File: config.mk
export PLATFORM = sky130hd
export DESIGN_NAME = double_ended_queue
export DESIGN_NICKNAME = d
export VERILOG_FILES = /design/src/sv/deq_pkg.sv /design/src/sv/deq_ram.sv /design/src/sv/deq_ctrl.sv /design/src/sv/deq_dp.sv /design/src/sv/double_ended_queue.sv
export VERILOG_INCLUDE_DIRS = /design/src /design/src/sv
export SDC_FILE = /design/constraint.sdc
export NUM_CORES = 1
export LEC_CHECK = 0
export BUFFER_PORTS_ARGS = -buffer_cell sky130_fd_sc_hd__buf_2
export CAP_MARGIN = 10
export CORE_ASPECT_RATIO = 0.75
export CORE_UTILIZATION = 30
export CTS_CLUSTER_SIZE = 28
export DETAILED_ROUTE_END_ITERATION = 6
export GPL_ROUTABILITY_DRIVEN = 0
export PLACE_DENSITY = 0.54
export SLEW_MARGIN = 25
export SYNTH_ARGS = -nofsm -noshare
export SYNTH_HDL_FRONTEND = slang
export SYNTH_SLANG_ARGS = --single-unit
File: constraint.sdc
create_clock -name clk_i -period 6.2 [get_ports clk_i]
set_clock_uncertainty 0.1 [all_clocks]
set_input_delay 1.24 -clock clk_i [delete_from_list [all_inputs] [get_ports clk_i]]
set_output_delay 1.24 -clock clk_i [all_outputs]
set_load 0.02 [all_outputs]
File: src/sv/double_ended_queue_macros.svh
// ----------------------------------------------------------------------------
// double_ended_queue assertion macros
// shared concurrent assertion forms, clocked on clk_i and held off in reset
// ----------------------------------------------------------------------------
`ifndef DOUBLE_ENDED_QUEUE_MACROS_SVH
`define DOUBLE_ENDED_QUEUE_MACROS_SVH

// same-cycle implication
`define DEQ_ASSERT_IMPL(lbl, ante, cons) \
  lbl: assert property (@(posedge clk_i) disable iff (!rst_ni) (ante) |-> (cons)) \
    else $error("double_ended_queue: same-cycle check failed");

// next-cycle implication
`define DEQ_ASSERT_NEXT(lbl, ante, cons) \
  lbl: assert property (@(posedge clk_i) disable iff (!rst_ni) (ante) |=> (cons)) \
    else $error("double_ended_queue: next-cycle check failed");

`endif

File: src/sv/deq_pkg.sv
// ----------------------------------------------------------------------------
// deq_pkg
// shared constants, codes and control types of the double-ended queue
// ----------------------------------------------------------------------------
`timescale 1ns / 1ps

package deq_pkg;

  localparam int DEPTH_DEF = 16;
  localparam int FUNC_W    = 3;
  localparam int DATA_W    = 32;
  localparam int STAT_W    = 2;

  localparam logic [FUNC_W-1:0] FN_PUSH_FRONT = 3'd0;
  localparam logic [FUNC_W-1:0] FN_PUSH_BACK  = 3'd1;
  localparam logic [FUNC_W-1:0] FN_POP_FRONT  = 3'd2;
  localparam logic [FUNC_W-1:0] FN_POP_BACK   = 3'd3;
  localparam logic [FUNC_W-1:0] FN_LIST       = 3'd4;

  localparam logic [STAT_W-1:0] STS_POP   = 2'd0;
  localparam logic [STAT_W-1:0] STS_LIST  = 2'd1;
  localparam logic [STAT_W-1:0] STS_EMPTY = 2'd2;
  localparam logic [STAT_W-1:0] STS_FULL  = 2'd3;

  typedef struct packed {
    logic push_front;
    logic push_back;
    logic pop_front;
    logic pop_back;
    logic list_first;
    logic list_next;
    logic emit_pop;
    logic emit_full;
    logic emit_empty;
  } deq_cmd_t;

  typedef struct packed {
    logic full;
    logic empty;
    logic list_done;
  } deq_sts_t;

endpackage

File: src/sv/deq_ram.sv
// ----------------------------------------------------------------------------
// deq_ram
// generic single-write, single-read RAM with registered read data
// ----------------------------------------------------------------------------
`timescale 1ns / 1ps

module deq_ram #(
  parameter int WIDTH = 32,
  parameter int DEPTH = 16
) (
  input  logic                     clk_i,
  input  logic                     we_i,
  input  logic [$clog2(DEPTH)-1:0] waddr_i,
  input  logic [WIDTH-1:0]         wdata_i,
  input  logic [$clog2(DEPTH)-1:0] raddr_i,
  output logic [WIDTH-1:0]         rdata_o
);

  logic [WIDTH-1:0] mem_q [DEPTH];
  logic [WIDTH-1:0] rdata_q;

  always_ff @(posedge clk_i) begin
    if (we_i) begin
      mem_q[waddr_i] <= wdata_i;
    end
    rdata_q <= mem_q[raddr_i];
  end

  assign rdata_o = rdata_q;

endmodule

File: src/sv/deq_ctrl.sv
// ----------------------------------------------------------------------------
// deq_ctrl
// operation sequencer: decodes each word and steps pops and list walks
// ----------------------------------------------------------------------------
`timescale 1ns / 1ps
`include "double_ended_queue_macros.svh"

module deq_ctrl (
  input  logic                         clk_i,
  input  logic                         rst_ni,
  input  logic                         start_i,
  input  logic [deq_pkg::FUNC_W-1:0]   func_i,
  input  deq_pkg::deq_sts_t            sts_i,
  output deq_pkg::deq_cmd_t            cmd_o,
  output logic                         busy_o
);

  localparam logic [1:0] ST_IDLE = 2'd0;
  localparam logic [1:0] ST_POP  = 2'd1;
  localparam logic [1:0] ST_LIST = 2'd2;

  logic [1:0]        state_q, state_d;
  deq_pkg::deq_cmd_t cmd;

  always_comb begin
    state_d = state_q;
    cmd     = '0;
    case (state_q)
      ST_IDLE: begin
        if (start_i) begin
          case (func_i)
            deq_pkg::FN_PUSH_FRONT: begin
              if (sts_i.full) cmd.emit_full = 1'b1;
              else cmd.push_front = 1'b1;
            end
            deq_pkg::FN_PUSH_BACK: begin
              if (sts_i.full) cmd.emit_full = 1'b1;
              else cmd.push_back = 1'b1;
            end
            deq_pkg::FN_POP_FRONT: begin
              if (!sts_i.empty) begin
                cmd.pop_front = 1'b1;
                state_d       = ST_POP;
              end
            end
            deq_pkg::FN_POP_BACK: begin
              if (!sts_i.empty) begin
                cmd.pop_back = 1'b1;
                state_d      = ST_POP;
              end
            end
            deq_pkg::FN_LIST: begin
              if (sts_i.empty) begin
                cmd.emit_empty = 1'b1;
              end else begin
                cmd.list_first = 1'b1;
                state_d        = ST_LIST;
              end
            end
            default: ;
          endcase
        end
      end
      ST_POP: begin
        cmd.emit_pop = 1'b1;
        state_d      = ST_IDLE;
      end
      ST_LIST: begin
        cmd.list_next = 1'b1;
        if (sts_i.list_done) state_d = ST_IDLE;
      end
      default: begin
        state_d = ST_IDLE;
      end
    endcase
  end

  always_ff @(posedge clk_i or negedge rst_ni) begin
    if (!rst_ni) begin
      state_q <= ST_IDLE;
    end else begin
      state_q <= state_d;
    end
  end

  assign cmd_o  = cmd;
  assign busy_o = (state_q != ST_IDLE);

  `DEQ_ASSERT_IMPL(a_one_emit, 1'b1, $onehot0({cmd.emit_pop, cmd.emit_full, cmd.emit_empty, cmd.list_next}))
  `DEQ_ASSERT_NEXT(a_pop_one_cycle, state_q == ST_POP, state_q == ST_IDLE)
  `DEQ_ASSERT_NEXT(a_pop_enters, cmd.pop_front || cmd.pop_back, state_q == ST_POP)

endmodule

File: src/sv/deq_dp.sv
// ----------------------------------------------------------------------------
// deq_dp
// ring storage, front index, occupancy, list counter and result register
// ----------------------------------------------------------------------------
`timescale 1ns / 1ps
`include "double_ended_queue_macros.svh"

module deq_dp #(
  parameter int DEPTH = deq_pkg::DEPTH_DEF
) (
  input  logic                               clk_i,
  input  logic                               rst_ni,
  input  deq_pkg::deq_cmd_t                  cmd_i,
  input  logic signed [deq_pkg::DATA_W-1:0]  value_i,
  output deq_pkg::deq_sts_t                  sts_o,
  output logic                               strobe_o,
  output logic signed [deq_pkg::DATA_W-1:0]  value_res_o,
  output logic [deq_pkg::STAT_W-1:0]         status_o,
  output logic                               last_o
);

  localparam int AW = $clog2(DEPTH);
  localparam int CW = $clog2(DEPTH + 1);
  localparam int SW = CW + 1;

  logic [AW-1:0]                front_q, front_d;
  logic [CW-1:0]                occ_q, occ_d;
  logic [CW-1:0]                cnt_q, cnt_d;
  logic [AW-1:0]                front_dec, front_inc;
  logic [AW-1:0]                waddr, raddr;
  logic                         we;
  logic [deq_pkg::DATA_W-1:0]   rdata;
  logic                         strobe_q, strobe_d;
  logic [deq_pkg::DATA_W-1:0]   value_q, value_d;
  logic [deq_pkg::STAT_W-1:0]   status_q, status_d;
  logic                         last_q, last_d;
  deq_pkg::deq_sts_t            sts;

  function automatic logic [AW-1:0] wrap_add(input logic [AW-1:0] base,
                                             input logic [CW-1:0] off);
    logic [SW-1:0] sum;
    sum = SW'(base) + SW'(off);
    if (sum >= SW'(DEPTH)) sum = sum - SW'(DEPTH);
    return sum[AW-1:0];
  endfunction

  assign sts.full      = (occ_q == CW'(DEPTH));
  assign sts.empty     = (occ_q == '0);
  assign sts.list_done = (cnt_q == occ_q);
  assign sts_o         = sts;

  assign front_dec = (front_q == '0) ? AW'(DEPTH - 1) : front_q - 1'b1;
  assign front_inc = (front_q == AW'(DEPTH - 1)) ? '0 : front_q + 1'b1;

  assign we    = cmd_i.push_front | cmd_i.push_back;
  assign waddr = cmd_i.push_front ? front_dec : wrap_add(front_q, occ_q);

  always_comb begin
    raddr = front_q;
    if (cmd_i.pop_back) raddr = wrap_add(front_q, occ_q - 1'b1);
    else if (cmd_i.list_next) raddr = wrap_add(front_q, cnt_q);
  end

  deq_ram #(
    .WIDTH(deq_pkg::DATA_W),
    .DEPTH(DEPTH)
  ) u_ram (
    .clk_i  (clk_i),
    .we_i   (we),
    .waddr_i(waddr),
    .wdata_i(value_i),
    .raddr_i(raddr),
    .rdata_o(rdata)
  );

  always_comb begin
    front_d = front_q;
    occ_d   = occ_q;
    cnt_d   = cnt_q;
    if (cmd_i.push_front) begin
      front_d = front_dec;
      occ_d   = occ_q + 1'b1;
    end else if (cmd_i.push_back) begin
      occ_d = occ_q + 1'b1;
    end else if (cmd_i.pop_front) begin
      front_d = front_inc;
      occ_d   = occ_q - 1'b1;
    end else if (cmd_i.pop_back) begin
      occ_d = occ_q - 1'b1;
    end
    if (cmd_i.list_first) cnt_d = CW'(1);
    else if (cmd_i.list_next && !sts.list_done) cnt_d = cnt_q + 1'b1;
  end

  always_comb begin
    strobe_d = cmd_i.emit_pop | cmd_i.emit_full | cmd_i.emit_empty | cmd_i.list_next;
    value_d  = '0;
    status_d = deq_pkg::STS_POP;
    last_d   = 1'b1;
    if (cmd_i.emit_full) begin
      status_d = deq_pkg::STS_FULL;
    end else if (cmd_i.emit_empty) begin
      status_d = deq_pkg::STS_EMPTY;
    end else if (cmd_i.emit_pop) begin
      value_d = rdata;
    end else if (cmd_i.list_next) begin
      value_d  = rdata;
      status_d = deq_pkg::STS_LIST;
      last_d   = sts.list_done;
    end
  end

  always_ff @(posedge clk_i or negedge rst_ni) begin
    if (!rst_ni) begin
      front_q  <= '0;
      occ_q    <= '0;
      cnt_q    <= '0;
      strobe_q <= 1'b0;
    end else begin
      front_q  <= front_d;
      occ_q    <= occ_d;
      cnt_q    <= cnt_d;
      strobe_q <= strobe_d;
    end
  end

  always_ff @(posedge clk_i) begin
    value_q  <= value_d;
    status_q <= status_d;
    last_q   <= last_d;
  end

  assign strobe_o    = strobe_q;
  assign value_res_o = value_q;
  assign status_o    = status_q;
  assign last_o      = last_q;

  `DEQ_ASSERT_IMPL(a_occ_range, 1'b1, occ_q <= CW'(DEPTH))
  `DEQ_ASSERT_IMPL(a_push_room, cmd_i.push_front || cmd_i.push_back, !sts.full)
  `DEQ_ASSERT_NEXT(a_push_grows, cmd_i.push_front || cmd_i.push_back, occ_q == CW'($past(occ_q) + 1'b1))

endmodule

File: src/sv/double_ended_queue.sv
// ----------------------------------------------------------------------------
// double_ended_queue
// bounded double-ended queue of signed 32-bit words held in a ring of DEPTH
// ----------------------------------------------------------------------------
// Usage:
//   Input channel: a word (func_i, value_i) is taken on a rising edge with
//   start high and busy low. Result channel: strobe_o marks one cycle of
//   value_res_o, status_o and last_o; the receiver must take it then.
//   Behaviour per word, from the accepting edge:
//     push front/back: written at that edge, busy stays low; a push into
//       a full ring gives one full result in the next cycle.
//     pop front/back: read via the RAM read register, then the result
//       register, busy until it is sent; pop of an empty queue gives nothing.
//     list: one result per held word, the first through the RAM read and
//       result registers, then one each cycle out of the single RAM read port;
//       busy till the last is sent. An empty list gives one marker next cycle.
//   A new word may be taken while a result is still on the output.
//   Reset (rst_ni low) empties the queue at once; ring contents are kept.
// ----------------------------------------------------------------------------
`timescale 1ns / 1ps

module double_ended_queue #(
  parameter int DEPTH = deq_pkg::DEPTH_DEF
) (
  input  logic                               clk_i,
  input  logic                               rst_ni,
  input  logic                               start,
  output logic                               busy,
  input  logic [deq_pkg::FUNC_W-1:0]         func_i,
  input  logic signed [deq_pkg::DATA_W-1:0]  value_i,
  output logic                               strobe_o,
  output logic signed [deq_pkg::DATA_W-1:0]  value_res_o,
  output logic [deq_pkg::STAT_W-1:0]         status_o,
  output logic                               last_o
);

  deq_pkg::deq_cmd_t cmd;
  deq_pkg::deq_sts_t sts;

  deq_ctrl u_ctrl (
    .clk_i  (clk_i),
    .rst_ni (rst_ni),
    .start_i(start),
    .func_i (func_i),
    .sts_i  (sts),
    .cmd_o  (cmd),
    .busy_o (busy)
  );

  deq_dp #(
    .DEPTH(DEPTH)
  ) u_dp (
    .clk_i      (clk_i),
    .rst_ni     (rst_ni),
    .cmd_i      (cmd),
    .value_i    (value_i),
    .sts_o      (sts),
    .strobe_o   (strobe_o),
    .value_res_o(value_res_o),
    .status_o   (status_o),
    .last_o     (last_o)
  );

endmodule
== After elaboration in Yosys (flattened, before gate mapping) ==
Memory sizes are Yosys's and may differ from the RTL's. A register that Yosys moved wholly into a read port is not among the register bits.
Cells that the tools add are included.
Operators by class
  eq/ne operators: 15
  magnitude comparators: 3
  shifts and indexed selects: 0
  muxes and demuxes: 47
  multiply operators: 0
  div/mod/pow operators: 0
  reductions and logical operators: 16
  bitwise logic cells: 5
  $add $sub $neg: 11
Operators with widths (count)
  2-to-1 mux 32 bit: 2
  2-to-1 mux 4 bit: 11
  2-to-1 mux 5 bit: 8
  adder 4 x 5 -> 6 bit: 3
  greater-or-equal comparator 6 x 5 -> 1 bit, second input constant: 3
  2-to-1 mux 1 bit: 18
  subtractor 4 x 1 -> 4 bit, second input constant: 4
  2-to-1 mux 2 bit: 6
  adder 5 x 1 -> 5 bit, second input constant: 2
  inequality test 3 bit, second input constant: 3
  case mux 2 bit (2 select lines): 2
  equality test 3 x 2 -> 1 bit, second input constant: 2
  nonzero test 2 bit: 3
  OR reduction 2 bit: 3
  equality test 5 bit: 1
  equality test 5 bit, second input constant: 1
  zero test 5 bit: 1
  AND reduction 5 bit: 1
  subtractor 5 x 1 -> 5 bit, second input constant: 1
  adder 4 x 1 -> 4 bit, second input constant: 1
  equality test 4 bit, second input constant: 1
  zero test 4 bit: 1
  inequality test 2 x 1 -> 1 bit, second input constant: 2
  bitwise OR 1 bit: 4
  other kinds (13): 13
Storage, ports and cells
  memories: 1
  output and inout bits: 37
  ROM bits: 0
  register bits after elaboration: 52
  bits of input ports: 38
  bits in writable memories: 512
  bits in latches: 0
Memories
  u_dp.u_ram.mem_q: depth 16, width 32, read ports 1, clocked after memory_dff 1, wr ports 1, RTL line deq_ram.sv:19  | logic [WIDTH-1:0] mem_q [DEPTH];

== Longest topological paths before layout ==
Gate-level depths: netlist of run 1.
  depth after elaboration: 9
  gate-level depth with buffers: 12
  gate-level depth less buffers: 10

== Hierarchy ==
Synthesis of run 1 repeated with hierarchy kept, for this count alone.
Unflattened totals
  cell total of the unflattened synthesis: 1115
  area, all modules: 22520.3 µm²
Modules (own cells, without submodules)
  deq_ram: area each 19835.3 µm², seq. area each 16015.4 µm², cells each 838, times used 1
  deq_dp: area each 2461.1 µm², seq. area each 1076.0 µm², cells each 256, times used 1
  deq_ctrl: area each 224.0 µm², seq. area each 50.0 µm², cells each 21, times used 1

== Worst setup path before layout of run 1 ==
OpenSTA, ideal clock, no wires.
  kind: input to register
  start: input func_i[1] (netlist bit)
  end: memory u_dp.u_ram.mem_q[11][0] (enable)
  path slack: 1.318 ns
  library setup time: 0.421 ns
  required time: 5.679 ns
  stages: 6
  data arrival time: 4.361 ns
  buffers on the path: 0
  cells stage by stage: or4b_2 -> a311o_1 -> nor2_1 -> mux2i_1 -> nand2_1 -> nor2_1
Between the ends
  longest elaborated chain between the ends: 7
  elaborated cells on any way between the ends: 10
  those cells by class: eq/ne: 1; mux: 7; bitwise: 1; reduce/logical: 1
RTL lines
  start, declared: RTL line double_ended_queue.sv:29  | input logic [deq_pkg::FUNC_W-1:0] func_i,
  equality test 3 x 1 -> 1 bit / zero test 3 bit (equally long branches): RTL line deq_ctrl.sv:31  | case (func_i)
  2-to-1 mux 1 bit: RTL line deq_ctrl.sv:31
  2-to-1 mux 5 bit *: RTL line deq_ctrl.sv:30  | if (start_i) begin
  2-to-1 mux 5 bit *: RTL line deq_ctrl.sv:28  | case (state_q)
  bitwise OR 1 bit: RTL line deq_dp.sv:55  | assign we = cmd_i.push_front | cmd_i.push_back;
  2-to-1 mux 1 bit: RTL line deq_ram.sv:23  | if (we_i) begin
  2-to-1 mux 1 bit (implied by the code): RTL line deq_ram.sv:24  | mem_q[waddr_i] <= wdata_i;
  end, declared: RTL line deq_ram.sv:19
Mark *: on every way between the ends. The rest lies on a longest branch, timed or not.

== Worst setup path in the final report of run 1 ==
  start: input func_i[1] (netlist bit)
  end: memory u_dp.u_ram.mem_q[4][0] (enable)
Same word-level chain as after synthesis.

==> results, run 1 <==
- STA classifies the critical path startpoint as an input port.
- The ratio of final minimum period to clock period is 70.5%.
- The setup violation total in the final timing report is 0.
- Synthesis inferred 596 register bits.
- Ranked by total cell area, the synthesized netlist is headed by sky130_fd_sc_hd__edfxtp_1, sky130_fd_sc_hd__o211ai_1, sky130_fd_sc_hd__dfxtp_1.
- Measured against the total synthesized area, the mux share comes to 6.85%.
- The final cell area excluding filler cells is 0.0282 mm2.
- The relative slew slack is 33.4%.
- The flow ran to the end, and the final reports show no timing, DRC or antenna violations.
- Yosys mapped a number of flops with a built-in enable equal to 512.
- The overflow left after global routing is 0.
- Post-CTS timing repair inserted 0 buffers for setup.
- The wire-length estimate of the detail-placed layout is 36300 um.
- The total internal power is 9040 uW.
- The count of cells resized by post-cts repair is 0.
- The count of clock tree sinks is 596.
- Entering global routing, the biggest net connects 129 pins.
- The worst setup path is of the in -> reg kind.
- At the worst endpoint, the arrival time is 4.56 ns.
- Leaving out filler cells and counting taps, the final layout contains 2763.
- The smallest clock period supported by the final layout is computed as 4.37 ns.
- The number of remaining DRC errors is 0.
- The setup slack on the worst flop-to-flop path is 1.96 ns.
- The slew at the pin with the worst max-slew slack is 0.995 ns.
- After synthesis, the largest area contributor takes up 62.7% of total cell area.
- In the global route stage, overall resource usage came out at 15.0%.
- The most used flip-flop cell after synthesis is sky130_fd_sc_hd__edfxtp_1.
- By count the netlist is led by sky130_fd_sc_hd__edfxtp_1, sky130_fd_sc_hd__o211ai_1, sky130_fd_sc_hd__inv_1.
- Counting the fill cells in the layout gives 7698.
- The maximum clock rate is 0.229 GHz.
- The kind of capture point of the worst setup path is a register.
- The compound-cell area share of the yosys netlist is 13.4%.
- Once detail routing completed, the nets flagged for antenna violations numbered 0.
- In this run the critical register-to-register path is launched from u_dp.occ_q[1].
- The capture point of the worst reg-to-reg path is u_dp.u_ram.rdata_o[26].
- Of the total synthesized cell area, the portion taken by full adders, half adders and majority gates is 1.01%.
- The number of nets in the synthesized netlist is 1669.
- The library cell used as clock root buffer is sky130_fd_sc_hd__clkbuf_16.
- Clock-pin slew was measured on the worst setup and hold paths at 0.06 ns.
- The unique cell type count in the Yosys netlist is 54.
- For the worst flop-to-flop path, the logic depth is 11.
- The number of buffers inserted for hold repair after clock tree synthesis is 0.
- The number of antenna violations at the first check in global routing was 2.
- The part of the power in combinational logic is 43.4%.
- Of all cell types, the one taking the most synthesized area is sky130_fd_sc_hd__edfxtp_1.
- For this design the static power due to leakage is 0.00934 uW.
- The worst min-delay path class is reg -> reg.
- Counting the buffers created by CTS gives 57.
- The die width is 332 um.
- Power comes to 15100 uW.
- The per-cell routed wire length is 22.6 um.
- In this run, the number of DRC markers left after iteration 0 of detailed routing was 1184.
- The post-synthesis share of cell area spent on xor and xnor gates is 0.858%.
- The overall routed net length is 62400 um.
- The synthesized netlist devotes 3.18% of its cell area to simple gates.
- The floorplan step defined a core boundary enclosing 0.0806 mm2.
- The area enclosed by the die boundary is 0.0828 mm2.
- The final sum of negative setup slack is 0 ns.
- The data required time at the worst endpoint is 6.39 ns.
- Of all flip-flops after synthesis, the portion carrying an async set or reset was 2.85%.
- The count of vias placed by the detailed router is 14200.
- The final number of hold-violating endpoints is 0.
- Setup repair after global routing left no endpoint under its margin.
- The worst-case IR drop observed on VDD is 463 uV.
- Counting instances, the worst hold path has a depth of 1.
- The area of the multi-input gates is 0.00642 mm2.
- The via count of the first global-routing pass is 14200.
- The worst min-delay path endpoint is u_dp.value_res_o[0].
- The final-layout worst hold slack is 0.328 ns.
- After detailed placement, the total cell area comes to 0.0262 mm2.
- In this run the most critical hold path is launched from u_dp.u_ram.rdata_o[0].
- The largest family of logic cells by synthesized area is compound AO/OA/AOI/OAI gates.
- The first-pass GRT wire length is 94200 um.
- After the last flow step, the layout net total stands at 1709.
- The net switching fraction of the power is 40.1%.
- After floorplanning, the core was divided into 90 placement rows.
- 75 I/O pins were placed.
- The count of input and output buffers is 74.
- The most common cell in the synthesized netlist is sky130_fd_sc_hd__edfxtp_1.
- The sequential cell area in the final layout is 0.0171 mm2.
- The highest fanout seen on the critical path is 21.
- Max-cap violations in this run came to 0.
- Compared with the post-synthesis result, the final layout area differs by 14.9%.
- Yosys printed 0 warnings.
- The placed instance count is 2652.
- The number of buffers on the longest clock path is 3.
- Synthesis produced 1613 cells.
- In the routed layout, each cell is associated on average with a via count of 5.13.
- The per-instance average area after synthesis is 15.2 um2.
- Clock latency on the worst-skew pair, taken at its later pin, is 0.62 ns.
- The effective utilization at floorplan is 30.4%.
- TritonCTS built the clock tree.
- Registers are responsible for 33.2% of the overall power.
- In this run the power spent charging and discharging nets is 6060 uW.
- The share of cells above drive strength 1 is 19.6%.
- In this run the cell area of the synthesized design comes to 0.0245 mm2.
- The power per standard cell area is 536 mW/mm2.
- The register area share after synthesis is 69.9%.
- The die span in y is 250 um.
- The first detailed-routing pass ran for 5 iterations.
- In this run the number of H-tree levels came out at 2.
- The number of pins exceeding their max-slew limit in the final report was 0.
- The clock share of power is 23.4%.
## worst max path at each step
stage | from | to | slack [ns] | cells after the start
after floorplan | func_i[1] | u_dp.u_ram.mem_q[11][0] | 1.32 | 6
after global placement | func_i[1] | u_dp.u_ram.mem_q[5][6] | 1.22 | 8
after detailed placement | func_i[1] | u_dp.u_ram.mem_q[4][9] | 1.22 | 8
after CTS | func_i[1] | u_dp.u_ram.mem_q[5][13] | 1.86 | 8
after global routing | func_i[1] | u_dp.u_ram.mem_q[4][0] | 1.66 | 8
final | func_i[1] | u_dp.u_ram.mem_q[4][0] | 1.83 | 8
## kinds of logic after synthesis
| group | count (synthesis) |
|---|---|
| mux | 140 |
| simple gates | 139 |
| xor+xnor | 24 |
| compound gates | 425 |
| fa+ha+maj | 18 |
| buf+inv | 271 |
| flops | 596 |
## routing by layer
layer  track usage (%)  up-vias  wire length, um
li1                  -     6452                -
met1              22.8     7168            30500
met2              21.6      466            26500
met3              3.09       75             4330
met4              3.36        2             1020
met5                 0        -                9
## cell type report
type / instances / share of cell area (%)
antenna: 3 / 0.0267
sequential: 596 / 60.9
clock inverter: 27 / 0.902
tap: 1058 / 4.70
inverter: 139 / 1.85
clock buffer: 81 / 5.89
timing repair buffer: 113 / 2.98
multi-input combinational: 746 / 22.8
## worst max-delay path: stages
cell and delay [ns]:
sky130_fd_sc_hd__buf_2 0.12, sky130_fd_sc_hd__or4b_2 0.72, sky130_fd_sc_hd__a311o_1 0.46, sky130_fd_sc_hd__nor2_1 0.33, sky130_fd_sc_hd__mux2i_1 0.29, sky130_fd_sc_hd__nand2_1 0.27
sky130_fd_sc_hd__nor2_4 0.76, sky130_fd_sc_hd__buf_4 0.36
## through the flow
stage                     util (%)  setup WS [ns]
final                         34.9           1.83
after global routing          34.9           1.66
after floorplan                  -           1.32
after detailed placement      32.6           1.22
after global placement        32.5           1.22
after CTS                     34.9           1.86
## power groups by stage
stage | Combinational, uW | Sequential, uW | Clock [uW]
after global placement | 6530 | 5090 | 0
after CTS | 6600 | 5010 | 3630
final | 6550 | 5010 | 3540
after floorplan | 4390 | 5110 | 0
after detailed placement | 6570 | 5090 | 0
after global routing | 7100 | 5050 | 3790
## placed cells by master, fill, tap and decap left out, types with 11 or more instances in the layout
cell type                     n
sky130_fd_sc_hd__buf_12      11
sky130_fd_sc_hd__dfrtp_1     17
sky130_fd_sc_hd__o2111ai_1   96
sky130_fd_sc_hd__o21ai_0     12
sky130_fd_sc_hd__mux2_1      34
sky130_fd_sc_hd__clkbuf_16   59
sky130_fd_sc_hd__nor2_1      13
sky130_fd_sc_hd__clkbuf_1    12
sky130_fd_sc_hd__edfxtp_1   512
sky130_fd_sc_hd__mux2_2      67
sky130_fd_sc_hd__dfxtp_1     67
sky130_fd_sc_hd__buf_4       26
sky130_fd_sc_hd__xnor2_1     12
sky130_fd_sc_hd__nand2_1     13
sky130_fd_sc_hd__ha_1        15
sky130_fd_sc_hd__inv_1      139
sky130_fd_sc_hd__nor2_4      16
sky130_fd_sc_hd__and2_1      32
sky130_fd_sc_hd__nand4_1     37
sky130_fd_sc_hd__o211ai_1   288
sky130_fd_sc_hd__buf_2       74
sky130_fd_sc_hd__xor2_1      11
sky130_fd_sc_hd__mux2_4      30
## registers in the layout (all words and copies together), names as in the netlist
name and flops:
u_dp.strobe_o 1, u_dp.u_ram.rdata_o 32, u_dp.last_o 1, u_dp.cnt_q 5
u_dp.occ_q 5, u_dp.front_q 4, u_dp.status_o 2, u_ctrl.state_q 2
u_dp.u_ram.mem_q 512, u_dp.value_res_o 32
No activity file was read; power rests on OpenSTA's default activity.
==> run 2, diff against run 1 <==
--- a/config.mk
+++ b/config.mk
@@ -6,6 +6,7 @@
 export SDC_FILE = /design/constraint.sdc
 export NUM_CORES = 1
 export LEC_CHECK = 0
+export ABC_AREA = 1
 export BUFFER_PORTS_ARGS = -buffer_cell sky130_fd_sc_hd__buf_2
 export CAP_MARGIN = 10
 export CORE_ASPECT_RATIO = 0.75
==> constraint.sdc (replaced) <==
create_clock -name clk_i -period 4.5 [get_ports clk_i]
set_clock_uncertainty 0.1 [all_clocks]
set_input_delay 0.9 -clock clk_i [delete_from_list [all_inputs] [get_ports clk_i]]
set_output_delay 0.9 -clock clk_i [all_outputs]
set_load 0.02 [all_outputs]
==> results, run 2 <==
- The run finished with clean final reports.
- In this run the remaining antenna-violating nets after routing total 0.
- After synthesis, the largest area contributor takes up 59.3% of total cell area.
- The setup violation total in the final timing report is 0.
- Detailed routing inserted a total of 17300 vias.
- The startpoint of the lowest-slack register-to-register path is u_dp.occ_q[0].
- The number of pins exceeding their max-slew limit in the final report is 0.
- The number of instances in the synthesized netlist is 2532.
- The post-DP HPWL is 42000 um.
- In the layout the commonest cells are sky130_fd_sc_hd__nand3_1, sky130_fd_sc_hd__inv_1, sky130_fd_sc_hd__edfxtp_1, sky130_fd_sc_hd__nand2_1, sky130_fd_sc_hd__buf_2.
- The data required time at the worst endpoint is 4.72 ns.
- Per report_power, the clock group accounts for 24.3% of the total.
- The net count after synthesis is 2588.
- The overall global routing resource usage is 16.4%.
- The average instance in the mapped netlist occupies 10.2 um2.
- The die span in y is 257 um.
- The count of input and output buffers is 74.
- The number of buffers added by the clock tree synthesis step is 60.
- The cell depth of the worst flop-to-flop path is 11.
- The clock period could shrink to 3.41 ns.
- For this design the total switching power over the nets is 9420 uW.
- The number of nets in the layout is 2652.
- The count of clock tree sinks is 596.
- The number of antenna violations at the first check in global routing is 1.
- The CTS tree is yes.
- The number of maximum-capacitance violations is 0.
- Once the clock tree was built, the setup fixing pass inserted 0 buffers.
- The critical path is of the reg -> reg type.
- Setup repair after global routing left no endpoint under its margin.
- With fillers left out, the area of the finished cells amounts to 0.0299 mm2.
- For this run the aggregate overflow at the end of global routing stands at 0.
- The per-cell routed wire length is 19.1 um.
- The worst min-delay path class is in -> async.
- More flip-flops sit in one register than any other, and that register is u_dp.u_ram.mem_q.
- The leakage power is 0.0128 uW.
- The final number of hold-violating endpoints is 0.
- At the pin with the least slew margin, the transition time is 0.971 ns.
- For this block, the initial DRC count from the detailed router was 1671.
- The average via count per standard cell is 4.58.
- The instance area after placement is 0.0278 mm2.
- The commonest cells after synthesis are sky130_fd_sc_hd__nand3_1, sky130_fd_sc_hd__inv_1, sky130_fd_sc_hd__edfxtp_1.
- Sorting the synthesized cells by area gives the leading types as sky130_fd_sc_hd__edfxtp_1, sky130_fd_sc_hd__nand3_1, sky130_fd_sc_hd__inv_1.
- The die covers 0.0876 mm2.
- Counting along the longest clock path gives a buffer depth of 3.
- The setup slack on the worst flop-to-flop path is 1.09 ns.
- Of all nets on the critical path, the largest fanout is 23.
- In this run the standard cell core region covers 0.0848 mm2.
- The most frequently used flop master after synthesis is sky130_fd_sc_hd__edfxtp_1.
- The overall routed net length is 72000 um.
- Compared with the post-synthesis result, the final layout area differs by 15.5%.
- After routing, the total negative slack on setup checks comes to 0 ns.
- The clock insertion delay at the later pin of the skew report is 0.65 ns.
- Net switching is 42.7% of the power.
- The count of cells resized by post-cts repair is 0.
- The pre-antenna-repair detailed-routing pass consisted of 6 iterations.
- Counting flops and latches in the post-synthesis netlist gives 596.
- Entering global routing, the biggest net connects 87 pins.
- The filler cells instantiated in the layout total 8403.
- Across the VDD grid, the largest voltage drop is 899 uV.
- In this run the number of H-tree levels came out at 2.
- The biggest area consumer among synthesized cells is sky130_fd_sc_hd__edfxtp_1.
- Sequential cells burn 31.6% of the power.
- The count of warnings emitted by yosys is 0.
- In this run the clock root is driven by a sky130_fd_sc_hd__clkbuf_16.
- For the worst setup path, the data arrival time is 3.64 ns.
- The ratio of final minimum period to clock period is 75.8%.
- The number of buffers inserted for hold repair after clock tree synthesis is 0.
- The floorplan has 92 rows.
- Power spread over the standard cell area amounts to 736 mW/mm2.
- The fraction of registers with async set or reset after synthesis is 2.85%.
- The most frequent standard cell in the layout excluding fill and tap cells is sky130_fd_sc_hd__nand3_1.
- The effective utilization at floorplan is 30.6%.
- The most common cell in the synthesized netlist is sky130_fd_sc_hd__nand3_1.
- The internal power of the cells totals 12600 uW.
- The clock transition at the registers of the reported paths is 0.06 ns.
- The via count of the first global-routing pass is 16300.
- The unique cell type count in the Yosys netlist is 36.
- In the routed design, unresolved DRC markers number 0.
- In this run, synthesis inferred 512 flip-flops with an integrated enable.
- The worst setup path is launched from a register.
- The capture point of the worst reg-to-reg path is u_dp.u_ram.mem_q[11][10].
- After synthesis, flip-flops and latches occupy 66.1% of the total area.
- The part of the power in combinational logic is 44.1%.
- The die is 341 um wide.
- STA classifies the critical path endpoint as a register.
- Summing every instance area after synthesis gives 0.0259 mm2.
- The register with the most flip-flops in the layout has 512 of them.
- The number of placed I/O pins is 75.
- The first global-routing pass estimated 108000 um of wire.
- The share of cells above drive strength 1 is 10.2%.
- Measured against its own limit, the worst slew margin works out to 35.0%.
- Timing would allow up to 0.293 GHz.
-- run 2: cells by family (layout without fill, tap and decap cells) --
family | count (synthesis) | count (layout) | synth area share [%]
buffers and inverters | 707 | 822 | 11.3
adder cells (fa/ha/maj) | 18 | 18 | 0.956
other | 0 | 1 | 0
XOR/XNOR | 20 | 20 | 0.676
AO/OA/AOI/OAI | 41 | 41 | 0.917
flip-flops | 596 | 596 | 66.1
AND/OR/NAND/NOR | 1150 | 1150 | 20.0
-- run 2: cell type report --
type,instances,area [um2],area share [%]
Inverter,581,2180,7.28
Tap cell,1128,1410,4.71
Timing Repair Buffer,128,1030,3.44
Multi-Input combinational cell,1229,6060,20.2
Clock buffer,75,1690,5.65
Sequential cell,596,17100,57.3
Clock inverter,38,424,1.42
Antenna cell,1,2.50,0.00836
-- run 2: stage by stage --
stage / std cells / power (uW) / utilization (%) / hold WS (ns) / worst slack (ns)
after floorplan: 2532 / 13400 / - / 0.294 / 0.735
after global placement: 3662 / 16800 / 32.8 / 0.303 / 0.933
after detailed placement: 3662 / 16800 / 32.8 / 0.303 / 0.952
after CTS: 3775 / 22200 / 35.3 / 0.0783 / 1.09
after global routing: 3775 / 23400 / 35.3 / 0.110 / 0.908
final: 3776 / 22100 / 35.3 / 0.101 / 1.09
-- run 2: how the worst max path moves through the flow --
stage	from	to	slack [ns]
2_1_floorplan	func_i[2]	u_dp.u_ram.mem_q[13][0]	0.74
3_3_place_gp	func_i[2]	u_dp.u_ram.rdata_o[23]	0.93
3_5_place_dp	func_i[2]	u_dp.u_ram.rdata_o[23]	0.95
4_1_cts	u_dp.occ_q[0]	u_dp.u_ram.mem_q[14][30]	1.09
5_1_grt	u_dp.occ_q[0]	u_dp.u_ram.mem_q[15][25]	0.91
6_report	u_dp.occ_q[0]	u_dp.u_ram.mem_q[11][10]	1.09
-- run 2: routing by layer --
metal	vias to the layer above	global-route usage (%)	share of wire (%)
met1	8360	25.0	49
li1	8325	-	-
met2	537	24.3	43
met4	0	3.74	1.7
met5	-	0	0
met3	75	2.35	6.6
-- run 2: worst max-delay path, stage by stage, from the launching register on --
cell                      delay, ns
sky130_fd_sc_hd__dfrtp_1       0.43
sky130_fd_sc_hd__inv_1         0.17
sky130_fd_sc_hd__ha_1          0.28
sky130_fd_sc_hd__nand3_1       0.14
sky130_fd_sc_hd__nand2_1       0.12
sky130_fd_sc_hd__nor2_4        0.21
sky130_fd_sc_hd__inv_2         0.09
sky130_fd_sc_hd__or2_2         0.31
sky130_fd_sc_hd__o21ai_2       0.09
sky130_fd_sc_hd__nand3_1       0.34
sky130_fd_sc_hd__nor2_4        0.52
sky130_fd_sc_hd__buf_12        0.27
-- run 2: power by group through the flow --
stage                     Sequential (uW)  Clock, uW  Combinational [uW]
after floorplan                      7050          0                6310
after global placement               7090          0                9690
after detailed placement             7080          0                9710
after CTS                            6970       5480                9750
after global routing                 7010       5700               10700
final                                6960       5370                9720
